===== src/design/ccs_pkg.sv =====
// ----------------------------------------------------------------------------
// ccs_pkg
// Shared types and constants for the antialiased circle coverage shader.
// ----------------------------------------------------------------------------
package ccs_pkg;

	// Fixed widths of the register file and derived lengths
	localparam int CEN_W      = 20;  // centre in Q.8
	localparam int LEN_W      = 22;  // radii in Q.8
	localparam int LIM_W      = 13;  // box limits in whole pixels
	localparam int COL_W      = 32;  // RGBA
	localparam int CFG_IDX_W  = 3;
	localparam int CFG_DATA_W = 32;
	localparam int COV_W      = 9;   // coverage 0..256

	// Register indexes
	localparam logic [CFG_IDX_W-1:0] REG_CENTER_X     = 3'd0;
	localparam logic [CFG_IDX_W-1:0] REG_CENTER_Y     = 3'd1;
	localparam logic [CFG_IDX_W-1:0] REG_RADIUS       = 3'd2;
	localparam logic [CFG_IDX_W-1:0] REG_STROKE_WIDTH = 3'd3;
	localparam logic [CFG_IDX_W-1:0] REG_FILL_COLOR   = 3'd4;
	localparam logic [CFG_IDX_W-1:0] REG_STROKE_COLOR = 3'd5;
	localparam logic [CFG_IDX_W-1:0] REG_FRAME_WIDTH  = 3'd6;
	localparam logic [CFG_IDX_W-1:0] REG_FRAME_HEIGHT = 3'd7;

	// Circle set-up as seen by the pipeline
	typedef struct packed {
		logic [CEN_W-1:0] cx;
		logic [CEN_W-1:0] cy;
		logic [LIM_W-1:0] x_lo;
		logic [LIM_W-1:0] x_hi;
		logic [LIM_W-1:0] y_lo;
		logic [LIM_W-1:0] y_hi;
		logic [LEN_W-1:0] inner;
		logic [LEN_W-1:0] inner1;
		logic [LEN_W-1:0] outer;
		logic [LEN_W-1:0] outer1;
		logic [COL_W-1:0] fill;
		logic [COL_W-1:0] stroke;
		logic             stroke_zero;
	} ccs_cfg_t;

endpackage


===== src/design/ccs_shade.sv =====
// ----------------------------------------------------------------------------
// ccs_shade
// Classify distance against the radii, fade alpha and issue the draws.
// ----------------------------------------------------------------------------
module ccs_shade #(
	parameter int PW  = 12,
	parameter int DIW = 21
) (
	input  logic                     clk,
	input  logic                     arst_n,
	input  ccs_pkg::ccs_cfg_t        cfg,
	input  logic                     in_valid,
	input  logic [PW-1:0]            in_x,
	input  logic [PW-1:0]            in_y,
	input  logic [DIW-1:0]           in_dist,
	output logic                     stall,
	output logic                     valid,
	output logic [PW-1:0]            draw_x,
	output logic [PW-1:0]            draw_y,
	output logic [ccs_pkg::COL_W-1:0] draw_color,
	output logic                     last_draw
);
	import ccs_pkg::*;

	localparam int CW = ((DIW > LEN_W) ? DIW : LEN_W) + 2;

	typedef enum logic [2:0] {
		KD_NONE,
		KD_FILL,
		KD_STROKE,
		KD_FILL_FADE,
		KD_STROKE_FADE,
		KD_FILL_EDGE
	} kind_t;

	logic        adv;
	logic [CW-1:0] dist_v, inner, inner1, outer, outer1;
	logic signed [CW-1:0] diff;
	logic        inner_edge;
	kind_t       kind;
	logic [COV_W-1:0] cov;

	logic             v_s1;
	kind_t            kind_s1;
	logic [COV_W-1:0] cov_s1;
	logic [PW-1:0]    x_s1, y_s1;

	logic [COL_W-1:0] c0, c1;
	logic             two;
	logic             v_s2;
	logic [PW-1:0]    x_s2, y_s2;
	logic [COL_W-1:0] c0_s2, c1_s2;
	logic             two_s2;
	logic             phase_q;

	// Scale alpha by coverage, keep RGB
	function automatic logic [COL_W-1:0] fade(input logic [COL_W-1:0] c, input logic [COV_W-1:0] k);
		logic [16:0] p;
		begin
			p    = c[7:0] * k;
			fade = {c[COL_W-1:8], p[15:8]};
		end
	endfunction

	assign adv = !stall;

	// Classify the distance
	always_comb begin
		dist_v = CW'(in_dist);
		inner  = CW'(cfg.inner);
		inner1 = CW'(cfg.inner1);
		outer  = CW'(cfg.outer);
		outer1 = CW'(cfg.outer1);
		inner_edge = 1'b0;
		if (dist_v >= outer1) begin
			kind = KD_NONE;
		end else if (dist_v <= inner) begin
			kind = KD_FILL;
		end else if (cfg.stroke_zero) begin
			kind = KD_FILL_FADE;
		end else if (dist_v <= outer) begin
			if (dist_v >= inner1) begin
				kind = KD_STROKE;
			end else begin
				kind = KD_FILL_EDGE;
				inner_edge = 1'b1;
			end
		end else begin
			kind = KD_STROKE_FADE;
		end
		diff = inner_edge ? $signed(dist_v - inner) : $signed(outer1 - dist_v);
		if (diff < 0) begin
			cov = '0;
		end else if (diff > $signed(CW'(256))) begin
			cov = COV_W'(256);
		end else begin
			cov = diff[COV_W-1:0];
		end
	end

	always_ff @(posedge clk or negedge arst_n) begin
		if (!arst_n) begin
			v_s1 <= 1'b0;
		end else if (adv) begin
			v_s1 <= in_valid && (kind != KD_NONE);
		end
	end

	always_ff @(posedge clk) begin
		if (adv) begin
			kind_s1 <= kind;
			cov_s1  <= cov;
			x_s1    <= in_x;
			y_s1    <= in_y;
		end
	end

	// Pick the draw colours
	always_comb begin
		c1  = fade(cfg.stroke, cov_s1);
		two = 1'b0;
		case (kind_s1)
			KD_FILL:        c0 = cfg.fill;
			KD_STROKE:      c0 = cfg.stroke;
			KD_FILL_FADE:   c0 = fade(cfg.fill, cov_s1);
			KD_STROKE_FADE: c0 = c1;
			KD_FILL_EDGE: begin
				c0  = cfg.fill;
				two = 1'b1;
			end
			default:        c0 = cfg.fill;
		endcase
	end

	always_ff @(posedge clk or negedge arst_n) begin
		if (!arst_n) begin
			v_s2    <= 1'b0;
			phase_q <= 1'b0;
		end else begin
			if (adv) begin
				v_s2 <= v_s1;
			end
			phase_q <= stall;
		end
	end

	always_ff @(posedge clk) begin
		if (adv) begin
			x_s2   <= x_s1;
			y_s2   <= y_s1;
			c0_s2  <= c0;
			c1_s2  <= c1;
			two_s2 <= two;
		end
	end

	// Hold the pipeline for one cycle during the first draw so the second can go out
	assign stall      = v_s2 && two_s2 && !phase_q;
	assign valid      = v_s2;
	assign draw_x     = x_s2;
	assign draw_y     = y_s2;
	assign draw_color = phase_q ? c1_s2 : c0_s2;
	assign last_draw  = !stall;

`ifndef NO_ASSERTIONS
	a_second_follows: assert property (@(posedge clk) disable iff (!arst_n)
		stall |=> (phase_q && valid && last_draw))
		else $error("second draw did not follow the first");
	a_phase_cause: assert property (@(posedge clk) disable iff (!arst_n)
		phase_q |-> (v_s2 && two_s2 && $past(stall)))
		else $error("second draw without a held two-draw request");
	a_hold_payload: assert property (@(posedge clk) disable iff (!arst_n)
		stall |=> ($stable(x_s2) && $stable(y_s2) && $stable(c1_s2)))
		else $error("output stage changed while held");
`endif

endmodule


===== config.mk =====
export PLATFORM = sky130hd
export DESIGN_NAME = ccs_shade
export DESIGN_NICKNAME = d
export VERILOG_FILES = /design/src/design/ccs_pkg.sv /design/src/design/ccs_shade.sv
export SDC_FILE = /design/constraint.sdc
export NUM_CORES = 1
export LEC_CHECK = 0
export ABC_AREA = 1
export BUFFER_PORTS_ARGS = -buffer_cell sky130_fd_sc_hd__buf_2
export CAP_MARGIN = 20
export CORE_MARGIN = 5
export CORE_UTILIZATION = 25
export DETAILED_ROUTE_END_ITERATION = 6
export PLACE_DENSITY = 0.46
export SETUP_SLACK_MARGIN = 0.4
export SLEW_MARGIN = 20
export SYNTH_ARGS = -nofsm -noshare
export SYNTH_HDL_FRONTEND = slang
export SYNTH_SLANG_ARGS = --single-unit
export TNS_END_PERCENT = 1

===== constraint.sdc =====
create_clock -name clk -period 7.9 [get_ports clk]
set_input_delay 2.37 -clock clk [delete_from_list [all_inputs] [get_ports clk]]
set_output_delay 2.37 -clock clk [all_outputs]
set_load 0.01 [all_outputs]

==> results of run 1 <==
per-layer routing:
layer / vias up / global-route usage [%] / wire, um
met3: 41 / 3.23 / 2040
met2: 222 / 23.2 / 18900
li1: 5751 / - / -
met1: 5140 / 16.6 / 16800
met5: - / 0 / 101
met4: 14 / 3.18 / 669
state kept, by name (all words and copies together), names as in the netlist, 3 cells and up:
signal,count
draw_x,12
kind_s1,3
c0_s2,32
c1_s2,32
x_s1,12
draw_y,12
y_s1,12
cov_s1,9
cell families (layout without fill, tap and decap cells):
| group | after synthesis | in the layout | share of synthesized area [%] |
|---|---|---|---|
| and+or+nand+nor | 675 | 675 | 21.1 |
| buffers and inverters | 435 | 690 | 12.4 |
| adders and majority gates | 230 | 230 | 26.2 |
| AOI/OAI and AO/OA | 146 | 146 | 6.34 |
| DFF | 128 | 128 | 28.7 |
| xor gates and xnor gates | 49 | 49 | 3.22 |
| muxes | 24 | 24 | 2.03 |
| other | 0 | 6 | 0 |
placed cells by master (no fill, tap or decap), types with 5 or more instances in the layout:
| cell | count |
|---|---|
| a21o_1 | 11 |
| nor2_1 | 70 |
| edfxtp_1 | 125 |
| a31oi_1 | 5 |
| mux2_2 | 24 |
| buf_2 | 259 |
| o21ai_0 | 27 |
| o21bai_1 | 10 |
| nand2_2 | 6 |
| nor3_1 | 16 |
| fa_1 | 82 |
| a21oi_1 | 67 |
| inv_1 | 388 |
| diode_2 | 6 |
| nand3_1 | 47 |
| nand4_1 | 13 |
| o21ai_1 | 7 |
| buf_4 | 7 |
| nor2_2 | 8 |
| xnor2_1 | 28 |
| nand2_1 | 492 |
| xor2_1 | 21 |
| clkbuf_16 | 17 |
| inv_6 | 7 |
| ha_1 | 148 |
cells in the mapped netlist, types with 13 or more instances:
master,count
nand4_1,13
nor2_1,70
a21oi_1,67
clkbuf_1,39
nand2_1,492
nand3_1,48
ha_1,148
fa_1,82
inv_1,388
o21ai_0,27
xnor2_1,28
nor3_1,18
edfxtp_1,125
xor2_1,21
mux2_2,24
worst max-delay path by stage:
stage	start	end	slack, ns	cells past startpoint
2_1_floorplan	phase_q$_DFF_PN0_	stall	1.06	4
3_3_place_gp	cfg[8]	c0_s2[3]$_DFFE_PN_	0.97	18
3_5_place_dp	cfg[40]	c0_s2[7]$_DFFE_PN_	0.97	22
4_1_cts	cfg[40]	c0_s2[7]$_DFFE_PN_	1.41	22
5_1_grt	cfg[40]	c0_s2[7]$_DFFE_PN_	1.05	22
6_report	cfg[40]	c0_s2[7]$_DFFE_PN_	1.43	22
area by class of cell:
class | count | area share (%)
timing repair buffer | 266 | 8.42
sequential | 128 | 23.9
tap | 688 | 5.37
clock buffer | 17 | 2.66
clock inverter | 15 | 1.19
inverter | 392 | 9.18
multi-input combinational | 1124 | 49.2
antenna | 6 | 0.0937
metrics by stage:
stage	setup slack, ns	cell area, um^2	util, %	std cells
floorplan	1.06	13300	-	1687
global placement	0.969	15400	29.2	2598
detailed placement	0.971	15400	29.2	2598
CTS	1.41	16000	30.4	2630
global route	1.05	16000	30.4	2631
finish	1.43	16000	30.4	2636
power breakdown:
group | internal [mW] | leakage [nW] | switching (mW)
registers | 0.829 | 1.38 | 0.0312
clock network | 0.482 | 0.301 | 0.338
logic | 0.274 | 7.29 | 0.436
==> impl_metrics.yaml, run 1 <==
run_status:
  run_status: "completed"
timing:
  setup_viol_count_final: 0
  fin_worst_hold_slack_ns: 0.412
  max_slew.worst_pin.slew_ns: 0.880
  rsz0062_at_grt: "false"
  maxSlewHeadroom_pct: 41.3
  final.period_utilization_pct: 81.9
  timing.final.hold_violations: 0
  finalMaxSlewViolations: 0
  max_freq_mhz: 155
  clock_skew_ns: 0.00946
  setup_total_negative_slack_ns: 0
  min_period_ns: 6.47
critical_path:
  reg2reg_depth: 21
  worstSetupEndpointType: "flop"
  timing.critical_path.mode_cell: "nand2_1"
  path_class: "input port to flop"
  slowest_delay_ns: 0.56
  critical_register_to_register_path_startpoint: "cov_s1[2]$_SDFFCE_PP0N_"
  worst_path_dominant_cell_family: "adder cells"
  slowest_stage: "fa_1"
  type_of_origin_of_the_critical_path: "input port"
  arrival_time_worst_endpoint_ns: 6.63
  crit_path_cell_trace: "buf_2, nand2_1, fa_1, fa_1, inv_1, fa_1, inv_1, fa_1, inv_1, ha_1, nand2_1, nor2_1, a211oi_1, o21ai_0, nand2_1, nand2_1, nand2_1, nand2_1, nand2_1, nand2_1, o21ai_0, nand4_1"
  critPathBufInv: 4
  r2r_end: "c0_s2[7]$_DFFE_PN_"
  timing.critical_path.fanout_max: 10
  setup.reg_to_reg.worst_slack_ns: 2.71
  cp.required_ns: 8.06
clock_network:
  hold_buffers_post_cts: 0
  path_clk_slew_ns: 0.06
  cts-htree-levels: 4
  postCtsResizedCells: 0
  clock_sink_count: 128
  clock_tree_from_tritoncts: "yes"
  clock_tree.buffer_depth: 2
  cts_made_buffers: 17
  clk_latency_ns: 0.43
  post-cts-setup-buffer-count: 0
  cts_root_buf: "clkbuf_16"
placement:
  dpl.hpwl_um: 31700
  port_buffers: 259
  gp_congestion: 0.857
grt:
  antenna_found_initial: 14
  grt_pass1_vias: 11608
  grt_first_pass_wirelength_um: 60600
  largest_net_degree_at_the_start_of_global_routing: 70
  grt_overflow_total: 0
  grt.total_usage_pct: 13.3
power_and_ir_drop:
  power.density_cell_area_nw_per_um2: 149
  power.static_leakage_nw: 8.97
  irDropWorstVdd_v: 0.000113
  p_total_mw: 2.39
route:
  routed_wire_per_std_cell_um: 14.6
  number_of_nets_with_antenna_violations_after_detailed_routing: 0
  drcViolationCount: 0
  drtIter0Drc: 518
  drt_pre_antenna_iters: 5
  viasPerCell: 4.24
  routed-via-count: 11168
  wl_um: 38500
synthesis:
  async_flop_share_pct: 2.34
  syn_inst: 1687
  netlist_top_cells_area: "edfxtp_1 (28%), ha_1 (14%), nand2_1 (14%)"
  synthFlopType: "edfxtp_1"
  syn-cell-area_um2: 13300
  synth_top_area_share_pct: 28.1
  synth.distinct_cells: 48
  synth_enable_flop_cells: 125
  synth_top_area_cell: "edfxtp_1"
  synth.yosys.warnings: 0
  ys_seq_elements: 128
  syn_area_per_cell_um2: 7.91
  sequential_element_share_of_the_synthesized_area_pct: 28.7
  total_nets_after_synthesis: 2210
final_layout:
  register_area_um2: 3830
  finish.net_count: 2452
  synthToLayoutAreaGrowth_pct: 20.1
  fillCellCount: 5648
  multi_input_area_um2: 7880
  drive_above_1_share_pct: 18.4
die:
  die-area_um2: 58100
  initial_core_utilization_pct: 25.3
  pin_count: 352
  rows: 84
  die_height_um: 241
  core_region_area_um2: 52700
  die_width_um: 241
min_path:
  timing.hold.worst_path_depth: 0
  worst_hold_startpoint: "y_s1[2]$_DFFE_PN_"
  min_delay_worst_endpoint: "draw_y[2]$_DFFE_PN_"
  hold_path.class: "flop to flop"
flow_run:
  drv_cap: 0
Note: power is estimated with default switching activity, not from simulation.
==> inputs of run 2 (changes only) <==
--- a/config.mk
+++ b/config.mk
@@ -11,7 +11,7 @@
 export CORE_MARGIN = 5
 export CORE_UTILIZATION = 25
 export DETAILED_ROUTE_END_ITERATION = 6
-export PLACE_DENSITY = 0.46
+export PLACE_DENSITY = 0.47
 export SETUP_SLACK_MARGIN = 0.4
 export SLEW_MARGIN = 20
 export SYNTH_ARGS = -nofsm -noshare
==> constraint.sdc (replaced) <==
create_clock -name clk -period 5.45 [get_ports clk]
set_input_delay 1.635 -clock clk [delete_from_list [all_inputs] [get_ports clk]]
set_output_delay 1.635 -clock clk [all_outputs]
set_load 0.01 [all_outputs]
==> run 2 against run 1 <==
Net effect: combinational power is 63% higher; clock skew is 0.0040 ns higher; largest power group unchanged; first-iteration DRC count fell by 0.39%; setup slack lost 1.2 ns; sequential share of layout area shrank 1.2 points.
==> impl_metrics.yaml, run 2 (same netlist as run 1, synthesis figures left out) <==
die:
  die_width_um: 241
  initial_core_utilization_pct: 25.3
  core_region_area_um2: 52700
  die-area_um2: 58100
  die_height_um: 241
  pin_count: 352
  rows: 84
power_and_ir_drop:
  sequentialPowerShare_pct: 35.1
  power.share.combinational_pct: 32.8
  power.static_leakage_nw: 9.32
  internal_power_mw: 2.30
  netSwitchingPower_mw: 1.23
  p_sw_share_pct: 34.9
  power.density_cell_area_nw_per_um2: 210
  p_total_mw: 3.54
  power.share.clock_pct: 32.1
  irDropWorstVdd_v: 0.000198
route:
  routed_wire_per_std_cell_um: 14.7
  viasPerCell: 4.27
  routed-via-count: 11581
  drt_pre_antenna_iters: 5
  wl_um: 40000
  drtIter0Drc: 516
  number_of_nets_with_antenna_violations_after_detailed_routing: 0
  drcViolationCount: 0
run_status:
  run_status: "completed"
clock_network:
  cts-htree-levels: 4
  cts_root_buf: "clkbuf_16"
  clk_latency_ns: 0.42
  clock_tree.buffer_depth: 2
  clock_tree_from_tritoncts: "yes"
  clock_sink_count: 128
  cts_made_buffers: 17
  path_clk_slew_ns: 0.07
final_layout:
  finish.net_count: 2527
  top_regs: "c0_s2 (32), c1_s2 (32)"
  most_used_cells_in_the_layout_excluding_fill_and_tap_cells: "nand2_1 (483), inv_1 (374), buf_2 (251)"
  layout.cells.most_common: "nand2_1"
  final_core_utilization_pct: 32.0
  instances_no_fill: 2710
  drive_above_1_share_pct: 24.0
  fillCellCount: 5608
  synthToLayoutAreaGrowth_pct: 26.5
timing:
  max_freq_mhz: 192
  rsz0062_at_grt: "true"
  min_period_ns: 5.22
  final.period_utilization_pct: 95.8
  maxSlewHeadroom_pct: 34.7
  setup_viol_count_final: 0
  finalMaxSlewViolations: 0
  max_slew.worst_pin.slew_ns: 0.979
  fin_worst_hold_slack_ns: 0.421
  timing.final.hold_violations: 0
  clock_skew_ns: 0.0134
critical_path:
  path_class: "input port to flop"
  worstSetupStartpoint: "cfg[6]"
  worstSetupEndpointType: "flop"
  type_of_origin_of_the_critical_path: "input port"
  cp.required_ns: 5.72
  critical_register_to_register_path_startpoint: "cov_s1[3]$_SDFFCE_PP0N_"
  worst_path_dominant_cell_family: "adder cells"
  slowest_delay_ns: 0.54
  slowest_stage: "fa_1"
  timing.critical_path.fanout_max: 5
  arrival_time_worst_endpoint_ns: 5.49
  crit_path_cell_trace: "buf_4, buf_6, nand2_1, inv_2, fa_1, inv_1, fa_1, inv_1, fa_1, inv_1, fa_1, inv_2, ha_4, nand2_1, buf_4, nor2_1, nand3_1, nand2_2, xor2_2, nand2_1, nand4_1"
  timing.critical_path.mode_cell: "fa_1"
  critPathBufInv: 8
grt:
  antenna_found_initial: 11
  grt_first_pass_wirelength_um: 63300
  grt.total_usage_pct: 13.7
  largest_net_degree_at_the_start_of_global_routing: 76
  grt_overflow_total: 0
  grt_pass1_vias: 12171
placement:
  gp_congestion: 0.844
  dp_cells: 2669
  dpl.hpwl_um: 33500
  port_buffers: 259
min_path:
  worst_hold_startpoint: "y_s1[5]$_DFFE_PN_"
  hold_path.class: "flop to flop"
flow_run:
  drv_cap: 0
-- run 2: cell count changes in the layout (fill, tap and decap cells not counted), moves of 7 or more --
cell,previous run,this run
buf_2,259,251
inv_1,388,374
buf_6,0,7
inv_2,3,17
nand2_2,6,15
ha_1,148,140
buf_4,7,81
ha_4,0,7
nand2_1,492,483
-- run 2: final cells by class --
class	instances	area [um^2]	share of cell area (%)
clock buffer	17	425	2.52
timing repair buffer	341	1970	11.7
multi-input combinational	1124	8140	48.2
inverter	392	1470	8.72
tap	688	861	5.10
antenna	5	12.5	0.0742
clock inverter	15	165	0.979
sequential	128	3830	22.7
-- run 2: final timing paths --
path	depth (start not counted)	slack, ns	endpoint
max	21	0.23	c0_s2[7]$_DFFE_PN_
min	0	0.42	draw_y[5]$_DFFE_PN_
max reg2reg	21	0.72	c0_s2[4]$_DFFE_PN_
min reg2reg	0	0.42	draw_y[5]$_DFFE_PN_
max in group asynchronous	1	4.33	valid$_DFFE_PN0N_
min in group asynchronous	1	1.01	phase_q$_DFF_PN0_
-- run 2: power by group through the flow --
stage	sequential (mW)	combinational, mW	clock, mW
finish	1.24	1.16	1.14
global route	1.25	1.32	1.21
CTS	1.24	1.18	1.17
detailed placement	1.26	1.12	0
global placement	1.26	1.11	0
floorplan	1.26	0.693	0
-- run 2: worst reg2reg max path, delay by kind of cell, from the launching register on --
kind / cells / cell delay [ns]
simple gates: 8 / 0.86
buf+inv: 6 / 0.50
compound gates: 2 / 0.27
flops: 1 / 0.60
fa+ha+maj: 5 / 2.25
-- run 2: through the flow --
| stage | TNS [ns] | setup slack, ns | instance area [um^2] |
|---|---|---|---|
| after floorplan | -2.21 | -0.376 | 13300 |
| after global placement | -6.34 | -0.502 | 15900 |
| after detailed placement | -6.63 | -0.534 | 15900 |
| after CTS | 0 | 0.230 | 16800 |
| after global routing | 0 | 0.0348 | 16900 |
| final | 0 | 0.230 | 16900 |
-- run 2: repair_timing --
item,in CTS,in global routing
setup endpoints to repair,16,16
hold buffers,0,0
buffers inserted,4,0
gates resized for setup,71,7
hold endpoints to repair,0,0
pin swaps,48,6
-- run 2: metal layers --
| layer | part of all wire [%] | GRT usage [%] |
|---|---|---|
| met5 | 0.25 | 0 |
| met4 | 1.6 | 3.23 |
| met3 | 4.0 | 2.38 |
| met2 | 52 | 25.2 |
| met1 | 42 | 16.6 |
==> inputs of run 3 (changes only) <==
==> constraint.sdc (replaced) <==
create_clock -name clk -period 5.45 [get_ports clk]
set_input_delay 1.09 -clock clk [delete_from_list [all_inputs] [get_ports clk]]
set_output_delay 1.09 -clock clk [all_outputs]
set_load 0.01 [all_outputs]
==> run 3 against run 2 <==
Net effect: power down 2.5%; sequential power about the same; wire length down 2.7%; cell count down 1.0%; fmax up 7.8%; largest power group unchanged; utilization down 0.74 points; sequential share of layout area up 0.54 points.
==> impl_metrics.yaml, run 3 (same netlist as run 1, synthesis figures left out) <==
timing:
  fin_worst_hold_slack_ns: 0.415
  final.period_utilization_pct: 88.9
  min_period_ns: 4.84
  rsz0062_at_grt: "true"
  setup_viol_count_final: 0
  max_slew.worst_pin.slew_ns: 0.991
  finalMaxSlewViolations: 0
  max_freq_mhz: 206
  clock_skew_ns: 0.0129
  maxSlewHeadroom_pct: 33.9
  timing.final.hold_violations: 0
min_path:
  timing.hold.worst_path_depth: 0
  min_delay_worst_endpoint: "draw_x[0]$_DFFE_PN_"
  hold_path.class: "flop to flop"
  worst_hold_startpoint: "x_s1[0]$_DFFE_PN_"
critical_path:
  cp.required_ns: 5.62
  critical_register_to_register_path_startpoint: "cov_s1[2]$_SDFFCE_PP0N_"
  arrival_time_worst_endpoint_ns: 5.01
  worstSetupEndpointType: "flop"
  path_class: "input port to flop"
  setup.reg_to_reg.worst_slack_ns: 0.64
  type_of_origin_of_the_critical_path: "input port"
  timing.critical_path.fanout_max: 6
  reg2reg_depth: 22
  r2r_end: "c0_s2[5]$_DFFE_PN_"
power_and_ir_drop:
  internal_power_mw: 2.25
  p_sw_share_pct: 34.7
  sequentialPowerShare_pct: 35.9
  power.share.combinational_pct: 31.4
  p_total_mw: 3.45
  power.share.clock_pct: 32.7
  power.static_leakage_nw: 9.20
  irDropWorstVdd_v: 0.000201
  power.density_cell_area_nw_per_um2: 209
  netSwitchingPower_mw: 1.20
placement:
  gp_congestion: 0.849
  dp_cells: 2636
  port_buffers: 259
  dpl.hpwl_um: 32400
  placedInstanceArea_um2: 15700
route:
  drt_pre_antenna_iters: 5
  number_of_nets_with_antenna_violations_after_detailed_routing: 0
  routed-via-count: 11333
  drcViolationCount: 0
  viasPerCell: 4.23
  drtIter0Drc: 470
  routed_wire_per_std_cell_um: 14.5
  wl_um: 38900
clock_network:
  path_clk_slew_ns: 0.08
  cts_root_buf: "clkbuf_16"
  clock_tree_from_tritoncts: "yes"
  clock_sink_count: 128
  hold_buffers_post_cts: 0
  clk_latency_ns: 0.43
  clock_tree.buffer_depth: 2
  cts_made_buffers: 17
  cts-htree-levels: 4
grt:
  antenna_found_initial: 10
  largest_net_degree_at_the_start_of_global_routing: 80
  grt_first_pass_wirelength_um: 60700
  grt_overflow_total: 0
  grt.total_usage_pct: 13.2
  grt_pass1_vias: 11705
final_layout:
  finish.net_count: 2500
  layout.cells.most_common: "nand2_1"
  final_core_utilization_pct: 31.3
  fillCellCount: 5643
  synthToLayoutAreaGrowth_pct: 23.5
  finish.instance_area_um2: 16500
  most_used_cells_in_the_layout_excluding_fill_and_tap_cells: "nand2_1 (487), inv_1 (387), buf_2 (255)"
  instances_no_fill: 2682
  top_regs: "c0_s2 (32), c1_s2 (32)"
  drive_above_1_share_pct: 21.6
die:
  core_region_area_um2: 52700
  pin_count: 352
  rows: 84
  die_height_um: 241
  initial_core_utilization_pct: 25.3
  die_width_um: 241
  die-area_um2: 58100
run_status:
  run_status: "completed"
flow_run:
  drv_cap: 0
-- run 3: how the worst max path moves through the flow --
stage / cells past startpoint / from / endpoint / slack, ns
finish: 23 / cfg[5] / c0_s2[5]$_DFFE_PN_ / 0.61
global route: 24 / cfg[37] / c0_s2[5]$_DFFE_PN_ / 0.38
CTS: 24 / cfg[37] / c0_s2[7]$_DFFE_PN_ / 0.41
detailed placement: 24 / cfg[37] / c0_s2[7]$_DFFE_PN_ / -0.10
global placement: 24 / cfg[37] / c0_s2[7]$_DFFE_PN_ / -0.12
floorplan: 22 / cfg[40] / c0_s2[7]$_DFFE_PN_ / 0.17
-- run 3: power by group through the flow --
stage | combinational (mW) | clock, mW | sequential, mW
global placement | 1.06 | 0 | 1.26
detailed placement | 1.07 | 0 | 1.26
finish | 1.08 | 1.13 | 1.24
floorplan | 0.693 | 0 | 1.26
CTS | 1.08 | 1.16 | 1.24
global route | 1.24 | 1.21 | 1.25
-- run 3: area by class of cell --
cell class                      count  area [um^2]  area share [%]
Antenna cell                        4         10.0          0.0608
Inverter                          392         1470            8.93
Sequential cell                   128         3830            23.2
Timing Repair Buffer              314         1730            10.5
Multi-Input combinational cell   1124         8000            48.5
Tap cell                          688          861            5.22
Clock inverter                     15          158           0.957
Clock buffer                       17          425            2.58
-- run 3: routing by layer --
| metal | wire length (um) | up-vias | GRT usage (%) |
|---|---|---|---|
| met5 | 80 | - | 0 |
| met4 | 505 | 12 | 2.91 |
| met3 | 1710 | 37 | 2.48 |
| met2 | 19700 | 215 | 24.0 |
| met1 | 16900 | 5235 | 16.2 |
| li1 | - | 5834 | - |
-- run 3: stage by stage --
stage / setup WS (ns) / setup TNS [ns]
3_5_place_dp: -0.104 / -0.162
3_3_place_gp: -0.117 / -0.219
6_report: 0.607 / 0
5_1_grt: 0.383 / 0
4_1_cts: 0.412 / 0
2_1_floorplan: 0.169 / 0
-- run 3: repair_timing --
item / 4_1_cts / 5_1_grt
endpoints found under the setup margin: 2 / 11
pin swaps: 0 / 11
endpoints found under the hold margin: 0 / 0
buffers inserted: 0 / 10
resized for setup: 1 / 37
-- run 3: critical path, stage by stage --
cell,delay [ns]
buf_2,0.15
nand2_1,0.07
inv_1,0.05
fa_1,0.53
inv_1,0.05
fa_1,0.47
inv_1,0.05
fa_1,0.53
inv_1,0.06
fa_1,0.52
inv_1,0.04
ha_1,0.32
nand2_2,0.11
o21ai_1,0.07
a21o_1,0.19
inv_1,0.06
o21ai_1,0.06
buf_4,0.14
a21o_1,0.16
inv_1,0.05
nand2_1,0.07
nand3_2,0.08
nand4_1,0.10
